## config.mk

```make
export PLATFORM = sky130hd
export DESIGN_NAME = base64_stream_encoder
export DESIGN_NICKNAME = d
export VERILOG_FILES = /design/src/rtl/core/b64e_pkg.sv /design/src/rtl/core/b64e_front.sv /design/src/rtl/core/b64e_queue.sv /design/src/rtl/core/b64e_back.sv /design/src/rtl/core/base64_stream_encoder.sv
export SDC_FILE = /design/constraint.sdc
export NUM_CORES = 1
export LEC_CHECK = 0
export BUFFER_PORTS_ARGS = -buffer_cell sky130_fd_sc_hd__buf_2
export CAP_MARGIN = 20
export CELL_PAD_IN_SITES_DETAIL_PLACEMENT = 0
export CELL_PAD_IN_SITES_GLOBAL_PLACEMENT = 1
export CORE_ASPECT_RATIO = 0.75
export CORE_MARGIN = 8
export CORE_UTILIZATION = 48
export CTS_CLUSTER_SIZE = 14
export DETAILED_ROUTE_END_ITERATION = 16
export PLACE_DENSITY_LB_ADDON = 0.1
export SLEW_MARGIN = 10
export SYNTH_ARGS = -nofsm -noshare
export SYNTH_HDL_FRONTEND = slang
export SYNTH_SLANG_ARGS = --single-unit
```

## constraint.sdc

```tcl
create_clock -name clock -period 3.9 [get_ports clock]
set_input_delay 0.78 -clock clock [delete_from_list [all_inputs] [get_ports clock]]
set_output_delay 0.78 -clock clock [all_outputs]
set_load 0.01 [all_outputs]
```

## src/rtl/core/b64e_pkg.sv

```systemverilog
// Package for the Base64 stream encoder: job descriptor type, group phase
// codes, the pad character and the alphabet lookup. No dependencies.
`default_nettype none
package b64e_pkg;

   localparam logic [1:0] PhaseFirst  = 2'd0;
   localparam logic [1:0] PhaseSecond = 2'd1;
   localparam logic [1:0] PhaseThird  = 2'd2;

   localparam logic [7:0] PadChar = 8'h3D;

   // One accepted byte turns into a job of one to four characters.
   typedef struct packed {
      logic [3:0][5:0] sym;       // alphabet index per character slot
      logic [3:0]      pad;       // slot emits '=' instead of a symbol
      logic [1:0]      last_idx;  // index of the job's final slot
      logic            fin;       // job closes the message
   } job_type;

   function automatic logic [7:0] b64_char(input logic [5:0] idx);
      logic [7:0] wide;
      wide = {2'b00, idx};
      if (idx < 6'd26) begin
         b64_char = 8'h41 + wide;
      end else if (idx < 6'd52) begin
         b64_char = 8'h61 + (wide - 8'd26);
      end else if (idx < 6'd62) begin
         b64_char = 8'h30 + (wide - 8'd52);
      end else if (idx == 6'd62) begin
         b64_char = 8'h2B;
      end else begin
         b64_char = 8'h2F;
      end
   endfunction

endpackage
`default_nettype wire

```

## src/rtl/core/b64e_front.sv

```systemverilog
// Front end of the Base64 encoder: accepts bytes, tracks the group phase and
// the carried bits, and builds one job per byte. Depends on b64e_pkg.
`default_nettype none
module b64e_front (
   input  wire logic             clock,
   input  wire logic             reset,
   input  wire logic             in_valid,
   input  wire logic [7:0]       in_byte,
   input  wire logic             in_final,
   input  wire logic             push_ready,
   output logic                  in_ready,
   output logic                  push_valid,
   output b64e_pkg::job_type     push_job
);
   import b64e_pkg::*;

   logic [1:0] phase_ff, phase_in;
   logic [3:0] carry_ff, carry_in;
   logic       take;

   assign in_ready   = push_ready;
   assign push_valid = in_valid;
   assign take       = in_valid && push_ready;

   always_comb begin
      push_job     = '0;
      push_job.fin = in_final;
      phase_in     = PhaseFirst;
      carry_in     = 4'd0;
      unique case (phase_ff)
         PhaseSecond: begin
            push_job.sym[0] = {carry_ff[1:0], in_byte[7:4]};
            if (in_final) begin
               push_job.sym[1]   = {in_byte[3:0], 2'b00};
               push_job.pad[2]   = 1'b1;
               push_job.last_idx = 2'd2;
            end else begin
               push_job.last_idx = 2'd0;
               carry_in          = in_byte[3:0];
               phase_in          = PhaseThird;
            end
         end
         PhaseThird: begin
            push_job.sym[0]   = {carry_ff, in_byte[7:6]};
            push_job.sym[1]   = in_byte[5:0];
            push_job.last_idx = 2'd1;
         end
         default: begin
            // An unused phase code acts as the start of a group.
            push_job.sym[0] = in_byte[7:2];
            if (in_final) begin
               push_job.sym[1]   = {in_byte[1:0], 4'b0000};
               push_job.pad[2]   = 1'b1;
               push_job.pad[3]   = 1'b1;
               push_job.last_idx = 2'd3;
            end else begin
               push_job.last_idx = 2'd0;
               carry_in          = {2'b00, in_byte[1:0]};
               phase_in          = PhaseSecond;
            end
         end
      endcase
   end

   always_ff @(posedge clock) begin
      if (reset) begin
         phase_ff <= PhaseFirst;
         carry_ff <= 4'd0;
      end else if (take) begin
         phase_ff <= phase_in;
         carry_ff <= carry_in;
      end
   end

endmodule
`default_nettype wire

```

## src/rtl/core/b64e_queue.sv

```systemverilog
// Short job queue between the encoder's front and back ends.
// Register based ring buffer; depends on b64e_pkg for the job type.
`default_nettype none
module b64e_queue #(
   parameter int DEPTH = 2
) (
   input  wire logic             clock,
   input  wire logic             reset,
   input  wire logic             push_valid,
   input  wire b64e_pkg::job_type push_job,
   output logic                  push_ready,
   output logic                  pop_valid,
   output b64e_pkg::job_type     pop_job,
   input  wire logic             pop
);
   import b64e_pkg::*;

   localparam int PtrW = (DEPTH > 1) ? $clog2(DEPTH) : 1;
   localparam int CntW = $clog2(DEPTH + 1);
   localparam logic [PtrW-1:0] LastPtr = PtrW'(DEPTH - 1);
   localparam logic [CntW-1:0] Full    = CntW'(DEPTH);

   job_type         slot_ff [DEPTH];
   logic [PtrW-1:0] wr_ff, rd_ff;
   logic [CntW-1:0] count_ff;
   logic            do_push, do_pop;

   assign push_ready = (count_ff != Full);
   assign pop_valid  = (count_ff != '0);
   assign pop_job    = slot_ff[rd_ff];
   assign do_push    = push_valid && push_ready;
   assign do_pop     = pop && pop_valid;

   always_ff @(posedge clock) begin
      if (do_push) begin
         slot_ff[wr_ff] <= push_job;
      end
   end

   always_ff @(posedge clock) begin
      if (reset) begin
         wr_ff    <= '0;
         rd_ff    <= '0;
         count_ff <= '0;
      end else begin
         if (do_push) begin
            wr_ff <= (wr_ff == LastPtr) ? '0 : wr_ff + 1'b1;
         end
         if (do_pop) begin
            rd_ff <= (rd_ff == LastPtr) ? '0 : rd_ff + 1'b1;
         end
         if (do_push && !do_pop) begin
            count_ff <= count_ff + 1'b1;
         end else if (do_pop && !do_push) begin
            count_ff <= count_ff - 1'b1;
         end
      end
   end

endmodule
`default_nettype wire

```

## src/rtl/core/b64e_back.sv

```systemverilog
// Back end of the Base64 encoder: walks the character slots of the head job
// and drives the registered output transfer. Depends on b64e_pkg.
`default_nettype none
module b64e_back (
   input  wire logic             clock,
   input  wire logic             reset,
   input  wire logic             job_valid,
   input  wire b64e_pkg::job_type job,
   output logic                  job_pop,
   output logic                  out_valid,
   output logic [7:0]            out_char,
   output logic                  out_last,
   input  wire logic             out_ready
);
   import b64e_pkg::*;

   logic [1:0] idx_ff;
   logic       valid_ff;
   logic [7:0] char_ff, char_in;
   logic       last_ff, last_in;
   logic       load, at_end;

   assign load    = job_valid && (!valid_ff || out_ready);
   assign at_end  = (idx_ff == job.last_idx);
   assign job_pop = load && at_end;
   assign char_in = job.pad[idx_ff] ? PadChar : b64_char(job.sym[idx_ff]);
   assign last_in = job.fin && at_end;

   always_ff @(posedge clock) begin
      if (reset) begin
         idx_ff   <= 2'd0;
         valid_ff <= 1'b0;
      end else begin
         if (load) begin
            idx_ff <= at_end ? 2'd0 : idx_ff + 2'd1;
         end
         if (load) begin
            valid_ff <= 1'b1;
         end else if (out_ready) begin
            valid_ff <= 1'b0;
         end
      end
   end

   always_ff @(posedge clock) begin
      if (load) begin
         char_ff <= char_in;
         last_ff <= last_in;
      end
   end

   assign out_valid = valid_ff;
   assign out_char  = char_ff;
   assign out_last  = last_ff;

endmodule
`default_nettype wire

```

## src/rtl/core/base64_stream_encoder.sv

```systemverilog
// Top level of the Base64 stream encoder (RFC 4648 alphabet, '=' padded).
// Instantiates b64e_front, b64e_queue and b64e_back; depends on b64e_pkg.
//
// Usage:
//   Bytes enter on the req_ stream, one per transfer; req_tlast marks the
//   final byte of a message. Characters leave on the rsp_ stream, one per
//   transfer, as ASCII codes; rsp_tlast marks the final character of the
//   encoded message, which already includes any '=' padding.
//   A byte yields one, one or two characters at the first, second and third
//   position of its 3-byte group; a final byte yields four, three or two.
//   The output delivers one character per cycle while rsp_tready is high,
//   which sets the pace of byte intake. Each byte's job is first written
//   into the queue; the back end then registers the job's first character
//   in its output register before that character leaves on the rsp_ stream.
//   The front end decodes each byte into a job in the same cycle that it is
//   accepted; a queue of QUEUE_DEPTH jobs lets it keep taking bytes while
//   the back end is still emitting earlier characters or is stalled by the
//   receiver. When rsp_tready is low the registered output holds, the queue
//   fills, and req_tready drops once it is full; nothing is lost.
//   Reset returns the encoder to the start of a group and empties the queue.
//   QUEUE_DEPTH is meant to stay between 2 and 16.
`default_nettype none
module base64_stream_encoder #(
   parameter int QUEUE_DEPTH = 2
) (
   input  wire logic       clock,
   input  wire logic       reset,
   input  wire logic       req_tvalid,
   output logic            req_tready,
   input  wire logic [7:0] req_tdata,   // [7:0] data_byte
   input  wire logic       req_tlast,   // final_byte
   output logic            rsp_tvalid,
   input  wire logic       rsp_tready,
   output logic [7:0]      rsp_tdata,   // [7:0] out_char
   output logic            rsp_tlast    // last_char
);
   import b64e_pkg::*;

   logic    push_valid, push_ready;
   job_type push_job;
   logic    pop_valid, pop;
   job_type pop_job;

   // Front end: phase tracking and job building.
   b64e_front u_front (
      .clock      (clock),
      .reset      (reset),
      .in_valid   (req_tvalid),
      .in_byte    (req_tdata),
      .in_final   (req_tlast),
      .push_ready (push_ready),
      .in_ready   (req_tready),
      .push_valid (push_valid),
      .push_job   (push_job)
   );

   // Job queue that decouples byte intake from character output.
   b64e_queue #(
      .DEPTH (QUEUE_DEPTH)
   ) u_queue (
      .clock      (clock),
      .reset      (reset),
      .push_valid (push_valid),
      .push_job   (push_job),
      .push_ready (push_ready),
      .pop_valid  (pop_valid),
      .pop_job    (pop_job),
      .pop        (pop)
   );

   // Back end: one character per transfer from a registered output.
   b64e_back u_back (
      .clock     (clock),
      .reset     (reset),
      .job_valid (pop_valid),
      .job       (pop_job),
      .job_pop   (pop),
      .out_valid (rsp_tvalid),
      .out_char  (rsp_tdata),
      .out_last  (rsp_tlast),
      .out_ready (rsp_tready)
   );

endmodule
`default_nettype wire

```

==> impl_metrics.csv, run 1 <==
group,metric,value,unit
outcome,outcome,"finished, final reports clean",
route,vias,2064,
grt,track_usage,0.1492,
sta,timing.final.ws_setup,0.7909,ns
grt,globalRouteMet3Util,0.05170,
finish,drive_above_1_share,0.1812,
synthesis,yosysMostFrequentCell,"edfxtp_1",
synthesis,async_flop_share,0,
route,drc,0,
sta,setup-tns-final,0,ns
setup_path,cp-start-kind,"flop",
synthesis,synth-main-ff-cell,"edfxtp_1",
setup_path,required,3.98,ns
grt,grt_pass1_vias,2005,
sta,hold_violations,0,
clock_tree,clk_latency,0.33,ns
clock_tree,cts_buffers,9,
synthesis,synth-simple-area-share,0.1266,
place,dp_hpwl,4693,um
floorplanning,start_util,0.5021,
synthesis,syn_inst,256,
route,drt_pass1_iterations,4,
synthesis,synth-seq-area-share,0.5318,
synthesis,syn_area,2955,sq um
grt,grt_pass1_wl,10490,um
setup_path,crit_type,"reg2reg",
grt,grtUsageMet1,0.2063,
clock_tree,post_cts.repair.setup_buffers,0,
sta,drv_slew,0,
route,wl_per_cell,17.36,um
synthesis,synth_cell_types,48,
route,wl,6337,um
min_path,hold_path_depth,2,
grt,grt_overflow,0,
synthesis,synth_top_cell_by_area,"edfxtp_1",
clock_tree,clk_pin_slew,0.07,ns
finish,area_delta_synth_final,13.00,%
sta,relSlewSlack,0.5806,
route,drt_iter0_drc,107,
setup_path,cp.arrival,3.19,ns
synthesis,synth_common_cells,"edfxtp_1, nor2_1, o21ai_0",
place,place_congestion,0.8736,
synthesis,synth.avg_cell_area,11.54,sq um
sta,rsz0062_at_grt,"no",
sta,timing.fmax,321.6,MHz
synthesis,synth_edf_count,43,
setup_path,path_cells,"mux4_2 > nand2b_1 > inv_1 > ha_1 > a221oi_1 > xnor2_1 > or3_1 > a31o_1",
power_and_ir_drop,powerDensity,793.5,nW/um^2
finish,antenna-diode-count,0,
sta,fin_crit,3.109,ns
sta,skew,0.008081,ns
floorplanning,core,5886,sq um
clock_tree,clk_root_buffer_cell,"clkbuf_8",
grt,use_met2,0.2073,
grt,antenna_found_initial,0,
synthesis,muxShareOfSynthArea,0.08129,
clock_tree,clock_path_buffers,2,
sta,fin_crit_sh,0.7972,
floorplanning,die_x,106.6,um
floorplanning,die_h,83.96,um
floorplanning,ios,24,
setup_path,cpPeakStageDelay,0.59,ns
power_and_ir_drop,vdd_drop_max,0.3009,mV
route,vias_per_cell,5.655,
clock_tree,cts_resized,0,
route,ant_nets,0,
sta,worst_pin_slew,0.6291,ns
min_path,hold_class,"reg2reg",
floorplanning,num_rows,24,
synthesis,synth_fa_ha_area_frac,0.04657,
grt,grt-busiest-layer,"met2",
synthesis,yosysWarningCount,0,
clock_tree,hold_buffers,0,
synthesis,ys_ff_latch,57,
synthesis,synth_top_area_frac,0.4369,
flow_run,max_cap_violations,0,
synthesis,syn_nets,280,
floorplanning,die_area,8950,sq um
synthesis,synth_top_family_by_area,"compound AO/OA/AOI/OAI gates",
setup_path,reg2reg_depth,8,
grt,grt_start_max_net_pins,24,
synthesis,synthXorXnorAreaFrac,0.02964,
setup_path,crit_fanout,8,
setup_path,worstSetupEndpointType,"flop",
finish,fin_nets,306,
synthesis,synth_compound_area_frac,0.1448,
synthesis,yosys-top-cells-area,"edfxtp_1, dfxtp_1, ha_1",
place,port-buffer-count,23,
sta,setup_viol,0,
power_and_ir_drop,leakagePower,0.001220,uW
clock_tree,htreeDepth,3,
place,dp_slack,0.8489,ns
clock_tree,tritoncts,"built",
setup_path,slowest_stage,"dfxtp_1",
clock_tree,clock-sinks,57,
## report_power, final
part | internal (uW) | total, uW | switching [uW]
registers | 840 | 915 | 75.0
logic | 456 | 1150 | 697
clock network | 353 | 582 | 229
total | 1650 | 2650 | 1000
## worst max-delay path, delay by kind of cell, from the launching register on
family | cells | cell delay, ns
adders and majority gates | 1 | 0.24
AOI/OAI and AO/OA | 2 | 0.61
xor gates and xnor gates | 1 | 0.19
and+or+nand+nor | 2 | 0.54
DFF | 1 | 0.59
muxes | 1 | 0.58
buffers and inverters | 1 | 0.11
## cells in the final DEF (no fill, tap or decap), types with 5 or more instances in the layout
master,netlist,routed
dfxtp_1,14,14
buf_2,0,23
o21ai_0,16,16
a21oi_1,11,11
nor2_1,24,24
clkbuf_8,0,9
nand2_1,13,13
inv_1,13,13
nor3b_1,5,5
mux2i_1,9,9
nand2b_1,6,6
xor2_1,7,7
ha_1,11,11
edfxtp_1,43,43
a22oi_1,10,10
## final cells by class
class,count,area (sq um)
clock buffers,9,123.9
clock inverters,7,85.08
fillers,530,2546
inverters,13,48.80
multi-input cells,174,1267
flip-flops and latches,57,1572
well taps,78,97.59
repair buffers,27,145.1
## routing by layer
metal | part of all wire | vias up
li1 | - | 1020
met1 | 0.50 | 972
met2 | 0.42 | 67
met3 | 0.071 | 5
met4 | 0.0079 | 0
met5 | 0 | -
## registers in the layout (all words and copies together) (netlist names), named ones only
register / cells
u_queue.rd_ff: 1
u_queue.slot_ff: 34
u_back.out_valid: 1
u_back.idx_ff: 2
u_back.out_char: 8
u_back.out_last: 1
u_queue.count_ff: 2
u_front.phase_ff: 2
u_queue.wr_ff: 1
u_front.carry_ff: 4
## cell families (layout without fill, tap and decap cells)
logic type,count (synthesis),count (layout)
DFF,57,57
adders and majority gates,11,11
and+or+nand+nor,72,72
buffers and inverters,25,56
AOI/OAI and AO/OA,64,64
muxes,17,17
xor gates and xnor gates,10,10
## path summary, 6_finish.rpt
check | from | endpoint | slack, ns
setup / recovery | flop | u_back.out_char[4]$_SDFFCE_PP1P_ | 0.79
hold / removal | u_back.out_valid$_SDFFE_PP0P_ | u_back.out_valid$_SDFFE_PP0P_ | 0.51
setup reg to reg | flop | u_back.out_char[4]$_SDFFCE_PP1P_ | 0.79
hold reg to reg | u_back.out_valid$_SDFFE_PP0P_ | u_back.out_valid$_SDFFE_PP0P_ | 0.51
## stage by stage
step,power (uW),hold slack [ns],util,cell area (sq um),std cells
6_report,2650,0.5134,0.5674,3339,365
3_5_place_dp,2066,0.5101,0.5319,3131,349
5_1_grt,2829,0.5477,0.5674,3339,365
4_1_cts,2658,0.5204,0.5674,3339,365
3_3_place_gp,2057,0.4810,0.5319,3131,349
2_1_floorplan,1768,0.4725,-,2955,256
Note: power is estimated with default switching activity, not from simulation.
==> inputs of run 2 (changes only) <==
==> constraint.sdc (replaced) <==
create_clock -name clock -period 3.2 [get_ports clock]
set_input_delay 0.64 -clock clock [delete_from_list [all_inputs] [get_ports clock]]
set_output_delay 0.64 -clock clock [all_outputs]
set_load 0.01 [all_outputs]
==> impl_metrics.csv, run 2 (same netlist as run 1, synthesis figures left out) <==
group,metric,value,unit
outcome,outcome,"finished, final reports clean",
clock_tree,post_cts.repair.setup_buffers,0,
clock_tree,clk_root_buffer_cell,"clkbuf_8",
flow_run,max_cap_violations,0,
setup_path,crit_buf_inv,1,
setup_path,path_cells,"mux4_2 > nand2b_1 > inv_1 > ha_1 > a221oi_1 > xnor2_1 > or3_1 > a31o_1",
place,port-buffer-count,23,
setup_path,crit_fanout,5,
route,vias_per_cell,5.700,
finish,final_cell_count_no_fill,370,
sta,setup-tns-final,0,ns
grt,grt_overflow,0,
floorplanning,core,5886,sq um
sta,setup_viol,0,
sta,fin_crit,2.909,ns
place,placedCellCount,354,
power_and_ir_drop,comb_power_share,0.450,
route,wl_per_cell,16.70,um
finish,area_delta_synth_final,13.80,%
clock_tree,clk_pin_slew,0.07,ns
finish,final_cell_mix,"edfxtp_1, nor2_1, buf_2",
power_and_ir_drop,internal_power,1963,uW
finish,largest_register_ff_count,34,
grt,antenna_found_initial,0,
power_and_ir_drop,leakagePower,0.001233,uW
clock_tree,clock-sinks,57,
finish,top_register,"u_queue.slot_ff",
clock_tree,cts_resized,0,
clock_tree,tritoncts,"built",
clock_tree,clock_path_buffers,2,
floorplanning,num_rows,24,
route,ant_nets,0,
finish,fin_nets,311,
setup_path,required,3.29,ns
setup_path,cpPeakStageDelay,0.57,ns
grt,grt_pass1_wl,10160,um
sta,hold_violations,0,
sta,timing.fmax,343.8,MHz
power_and_ir_drop,swShare,0.3813,
min_path,hold_class,"reg2reg",
setup_path,cp-start-kind,"flop",
power_and_ir_drop,switchingPower,1210,uW
setup_path,worstSetupEndpointType,"flop",
finish,drive_above_1_share,0.2021,
sta,skew,0.006623,ns
place,place_congestion,0.9045,
power_and_ir_drop,vdd_drop_max,0.3614,mV
place,dp_hpwl,4543,um
power_and_ir_drop,seqPwrFrac,0.346,
floorplanning,die_h,83.96,um
setup_path,path_delay_family,"compound AO/OA/AOI/OAI gates",
setup_path,cp.arrival,3.00,ns
floorplanning,die_x,106.6,um
setup_path,crit_type,"reg2reg",
finish,final_common_cell,"edfxtp_1",
clock_tree,cts_buffers,9,
clock_tree,hold_buffers,0,
floorplanning,ios,24,
route,vias,2109,
grt,grt_start_max_net_pins,24,
floorplanning,die_area,8950,sq um
setup_path,slowest_stage,"mux4_2",
sta,hold_ws,0.4917,ns
route,wl,6179,um
sta,worst_pin_slew,0.6624,ns
clock_tree,clk_latency,0.34,ns
route,drt_iter0_drc,112,
grt,track_usage,0.1449,
sta,relSlewSlack,0.5584,
sta,rsz0062_at_grt,"no",
route,drt_pass1_iterations,4,
sta,drv_slew,0,
clock_tree,htreeDepth,3,
power_and_ir_drop,clkPwrFrac,0.205,
floorplanning,start_util,0.5021,
grt,grt_pass1_vias,2003,
finish,fill_cells,528,
power_and_ir_drop,powerDensity,943.2,nW/um^2
route,drc,0,
sta,fin_crit_sh,0.9090,
finish,antenna-diode-count,0,
run 2: area by class of cell:
cell class              instances  area, sq um  area share
flip-flops and latches         57         1572      0.4673
multi-input cells             174         1267      0.3769
repair buffers                 32        182.7     0.05432
clock buffers                   9        123.9     0.03683
well taps                      78        97.59     0.02902
clock inverters                 7        71.32     0.02121
inverters                      13        48.80     0.01451
run 2: worst reg2reg max path: cells and delay by family (launching register included):
kind,cells,cell delay [ns]
AO/OA/AOI/OAI,2,0.65
multiplexers,1,0.57
AND/OR/NAND/NOR,2,0.48
flip-flops,1,0.46
adder cells (fa/ha/maj),1,0.23
XOR/XNOR,1,0.20
buffers and inverters,1,0.09
run 2: worst paths after layout:
path	end	slack, ns	from	cells after the start
worst min register to register	u_back.out_valid$_SDFFE_PP0P_	0.49	u_back.out_valid$_SDFFE_PP0P_	2
worst max-delay path	u_back.out_char[4]$_SDFFCE_PP1P_	0.29	flop	8
worst min-delay path	u_back.out_valid$_SDFFE_PP0P_	0.49	u_back.out_valid$_SDFFE_PP0P_	2
worst max register to register	u_back.out_char[4]$_SDFFCE_PP1P_	0.29	flop	8
run 2: stage by stage:
step	setup WS (ns)	util	power, uW	instance area [sq um]
floorplan	0.4527	-	2154	2955
global placement	0.4262	0.5383	2530	3168
detailed placement	0.3377	0.5383	2522	3168
CTS	0.3241	0.5714	3181	3363
global route	0.1483	0.5714	3406	3363
finish	0.2912	0.5714	3172	3363
run 2: layer usage:
| metal | global-route usage | routed length [um] |
|---|---|---|
| met5 | 0 | 0 |
| met3 | 0.04861 | 420 |
| met1 | 0.1976 | 3180 |
| met2 | 0.2006 | 2491 |
| met4 | 0.06497 | 86 |
run 2: power by group through the flow:
stage,Sequential [uW],Combinational [uW],Clock (uW)
after CTS,1100,1420,664
final,1100,1430,650
after floorplan,1120,1030,0
after detailed placement,1110,1410,0
after global placement,1110,1420,0
after global routing,1120,1590,692
==> inputs of run 3 (changes only) <==
==> constraint.sdc (replaced) <==
create_clock -name clock -period 3.26 [get_ports clock]
set_input_delay 0.652 -clock clock [delete_from_list [all_inputs] [get_ports clock]]
set_output_delay 0.652 -clock clock [all_outputs]
set_load 0.01 [all_outputs]
==> impl_metrics.csv, run 3 (same netlist as run 1, synthesis figures left out) <==
group,metric,value,unit
outcome,outcome,"finished, final reports clean",
finish,top_register,"u_queue.slot_ff",
min_path,min_to,"u_back.out_valid$_SDFFE_PP0P_",
floorplanning,start_util,0.5021,
sta,hold_violations,0,
sta,relSlewSlack,0.5735,
floorplanning,die_area,8950,sq um
setup_path,crit_fanout,8,
floorplanning,core,5886,sq um
clock_tree,clock-sinks,57,
sta,drv_slew,0,
clock_tree,cts_resized,0,
sta,rsz0062_at_grt,"no",
min_path,hold_class,"reg2reg",
sta,fin_crit,3.011,ns
grt,antenna_found_initial,0,
clock_tree,clk_root_buffer_cell,"clkbuf_8",
grt,track_usage,0.1455,
clock_tree,clk_latency,0.32,ns
power_and_ir_drop,leakagePower,0.001223,uW
clock_tree,hold_buffers,0,
min_path,hp-start,"u_back.out_valid$_SDFFE_PP0P_",
setup_path,crit_type,"reg2reg",
finish,drive_above_1_share,0.1884,
sta,worst_pin_slew,0.6397,ns
clock_tree,cts_buffers,9,
route,wl,6052,um
power_and_ir_drop,internal_power,1839,uW
clock_tree,htreeDepth,3,
grt,grt_pass1_wl,10270,um
route,drt_iter0_drc,116,
place,dp_hpwl,4478,um
setup_path,r2r_slack,0.25,ns
grt,grt_overflow,0,
min_path,hold_path_depth,2,
finish,final_common_cell,"edfxtp_1",
setup_path,cp-start-kind,"flop",
floorplanning,die_h,83.96,um
finish,area_delta_synth_final,12.40,%
place,dp_slack,0.3082,ns
sta,setup_viol,0,
sta,timing.fmax,332.1,MHz
setup_path,worstSetupEndpointType,"flop",
sta,fin_crit_sh,0.9236,
finish,fill_cells,515,
place,port-buffer-count,23,
floorplanning,num_rows,24,
sta,skew,0.006146,ns
sta,hold_ws,0.5023,ns
sta,setup-tns-final,0,ns
finish,antenna-diode-count,0,
power_and_ir_drop,powerDensity,897.7,nW/um^2
setup_path,cp.arrival,3.09,ns
power_and_ir_drop,clkPwrFrac,0.174,
place,placedCellCount,354,
finish,largest_register_ff_count,34,
route,drt_pass1_iterations,5,
setup_path,reg2reg_to,"u_back.out_char[4]$_SDFFCE_PP1P_",
finish,fin_nets,311,
power_and_ir_drop,switchingPower,1143,uW
grt,grt_pass1_vias,1998,
clock_tree,clk_pin_slew,0.06,ns
clock_tree,tritoncts,"built",
power_and_ir_drop,seqPwrFrac,0.363,
finish,final_cell_count_no_fill,370,
route,vias_per_cell,5.619,
sta,timing.final.ws_setup,0.2491,ns
place,place_congestion,0.8982,
grt,grt_start_max_net_pins,24,
flow_run,max_cap_violations,0,
route,drc,0,
finish,final_cell_mix,"edfxtp_1, nor2_1, buf_2",
clock_tree,post_cts.repair.setup_buffers,0,
route,ant_nets,0,
power_and_ir_drop,comb_power_share,0.463,
power_and_ir_drop,swShare,0.3834,
clock_tree,clock_path_buffers,2,
power_and_ir_drop,vdd_drop_max,0.2979,mV
route,wl_per_cell,16.36,um
floorplanning,ios,24,
setup_path,reg2reg_depth,8,
setup_path,required,3.34,ns
floorplanning,die_x,106.6,um
route,vias,2079,
run 3: changes by cell type in the layout (fill, tap and decap cells not counted):
cell,delta
bufinv_16,-1
clkinv_1,+2
clkinvlp_4,-3
clkbuf_1,+2
clkinv_2,+1
clkinv_4,-1
run 3: worst max-delay path, stage by stage, from the launching register on:
cell and delay [ns]:
dfxtp_1 0.54, mux2_2 0.41, a2bb2oi_1 0.47, ha_1 0.31
inv_1 0.11, nor3b_1 0.20, mux2i_1 0.14, or3_1 0.38
a31o_1 0.22
run 3: final cells by class:
cell class | count | area [sq um] | area share
Sequential cell | 57 | 1572 | 0.4731
Multi-Input combinational cell | 174 | 1267 | 0.3815
Tap cell | 78 | 97.59 | 0.02938
Inverter | 13 | 48.80 | 0.01469
Clock buffer | 11 | 131.4 | 0.03955
Clock inverter | 5 | 22.52 | 0.006780
Timing Repair Buffer | 32 | 182.7 | 0.05499
run 3: how the worst max path moves through the flow:
| stage | startpoint | end | slack, ns | depth (start not counted) |
|---|---|---|---|---|
| after global routing | flop | u_back.out_char[4]$_SDFFCE_PP1P_ | 0.08 | 8 |
| after global placement | flop | u_back.out_char[4]$_SDFFCE_PP1P_ | 0.38 | 8 |
| final | flop | u_back.out_char[4]$_SDFFCE_PP1P_ | 0.25 | 8 |
| after CTS | flop | u_back.out_char[4]$_SDFFCE_PP1P_ | 0.28 | 8 |
| after floorplan | flop | u_back.out_char[4]$_SDFFCE_PP1P_ | 0.51 | 10 |
| after detailed placement | flop | u_back.out_char[4]$_SDFFCE_PP1P_ | 0.31 | 8 |
run 3: power by group through the flow:
stage | Combinational [uW] | Clock [uW] | Sequential [uW]
5_1_grt | 1540 | 568 | 1100
3_3_place_gp | 1390 | 0 | 1100
6_report | 1380 | 520 | 1080
4_1_cts | 1370 | 539 | 1080
3_5_place_dp | 1360 | 0 | 1100
2_1_floorplan | 1010 | 0 | 1100
run 3: routing by layer:
layer  share of wire  track usage  vias up
li1                -            -     1029
met1            0.48       0.2007      966
met2            0.42       0.1994       78
met3           0.086      0.05170        6
met4           0.010      0.05860        0
met5               0            0        -
run 3: metrics by stage:
| step | total power, uW | cell area [sq um] | utilization |
|---|---|---|---|
| floorplan | 2115 | 2955 | - |
| global placement | 2482 | 3168 | 0.5383 |
| detailed placement | 2462 | 3168 | 0.5383 |
| CTS | 2997 | 3322 | 0.5644 |
| global route | 3209 | 3322 | 0.5644 |
| finish | 2982 | 3322 | 0.5644 |
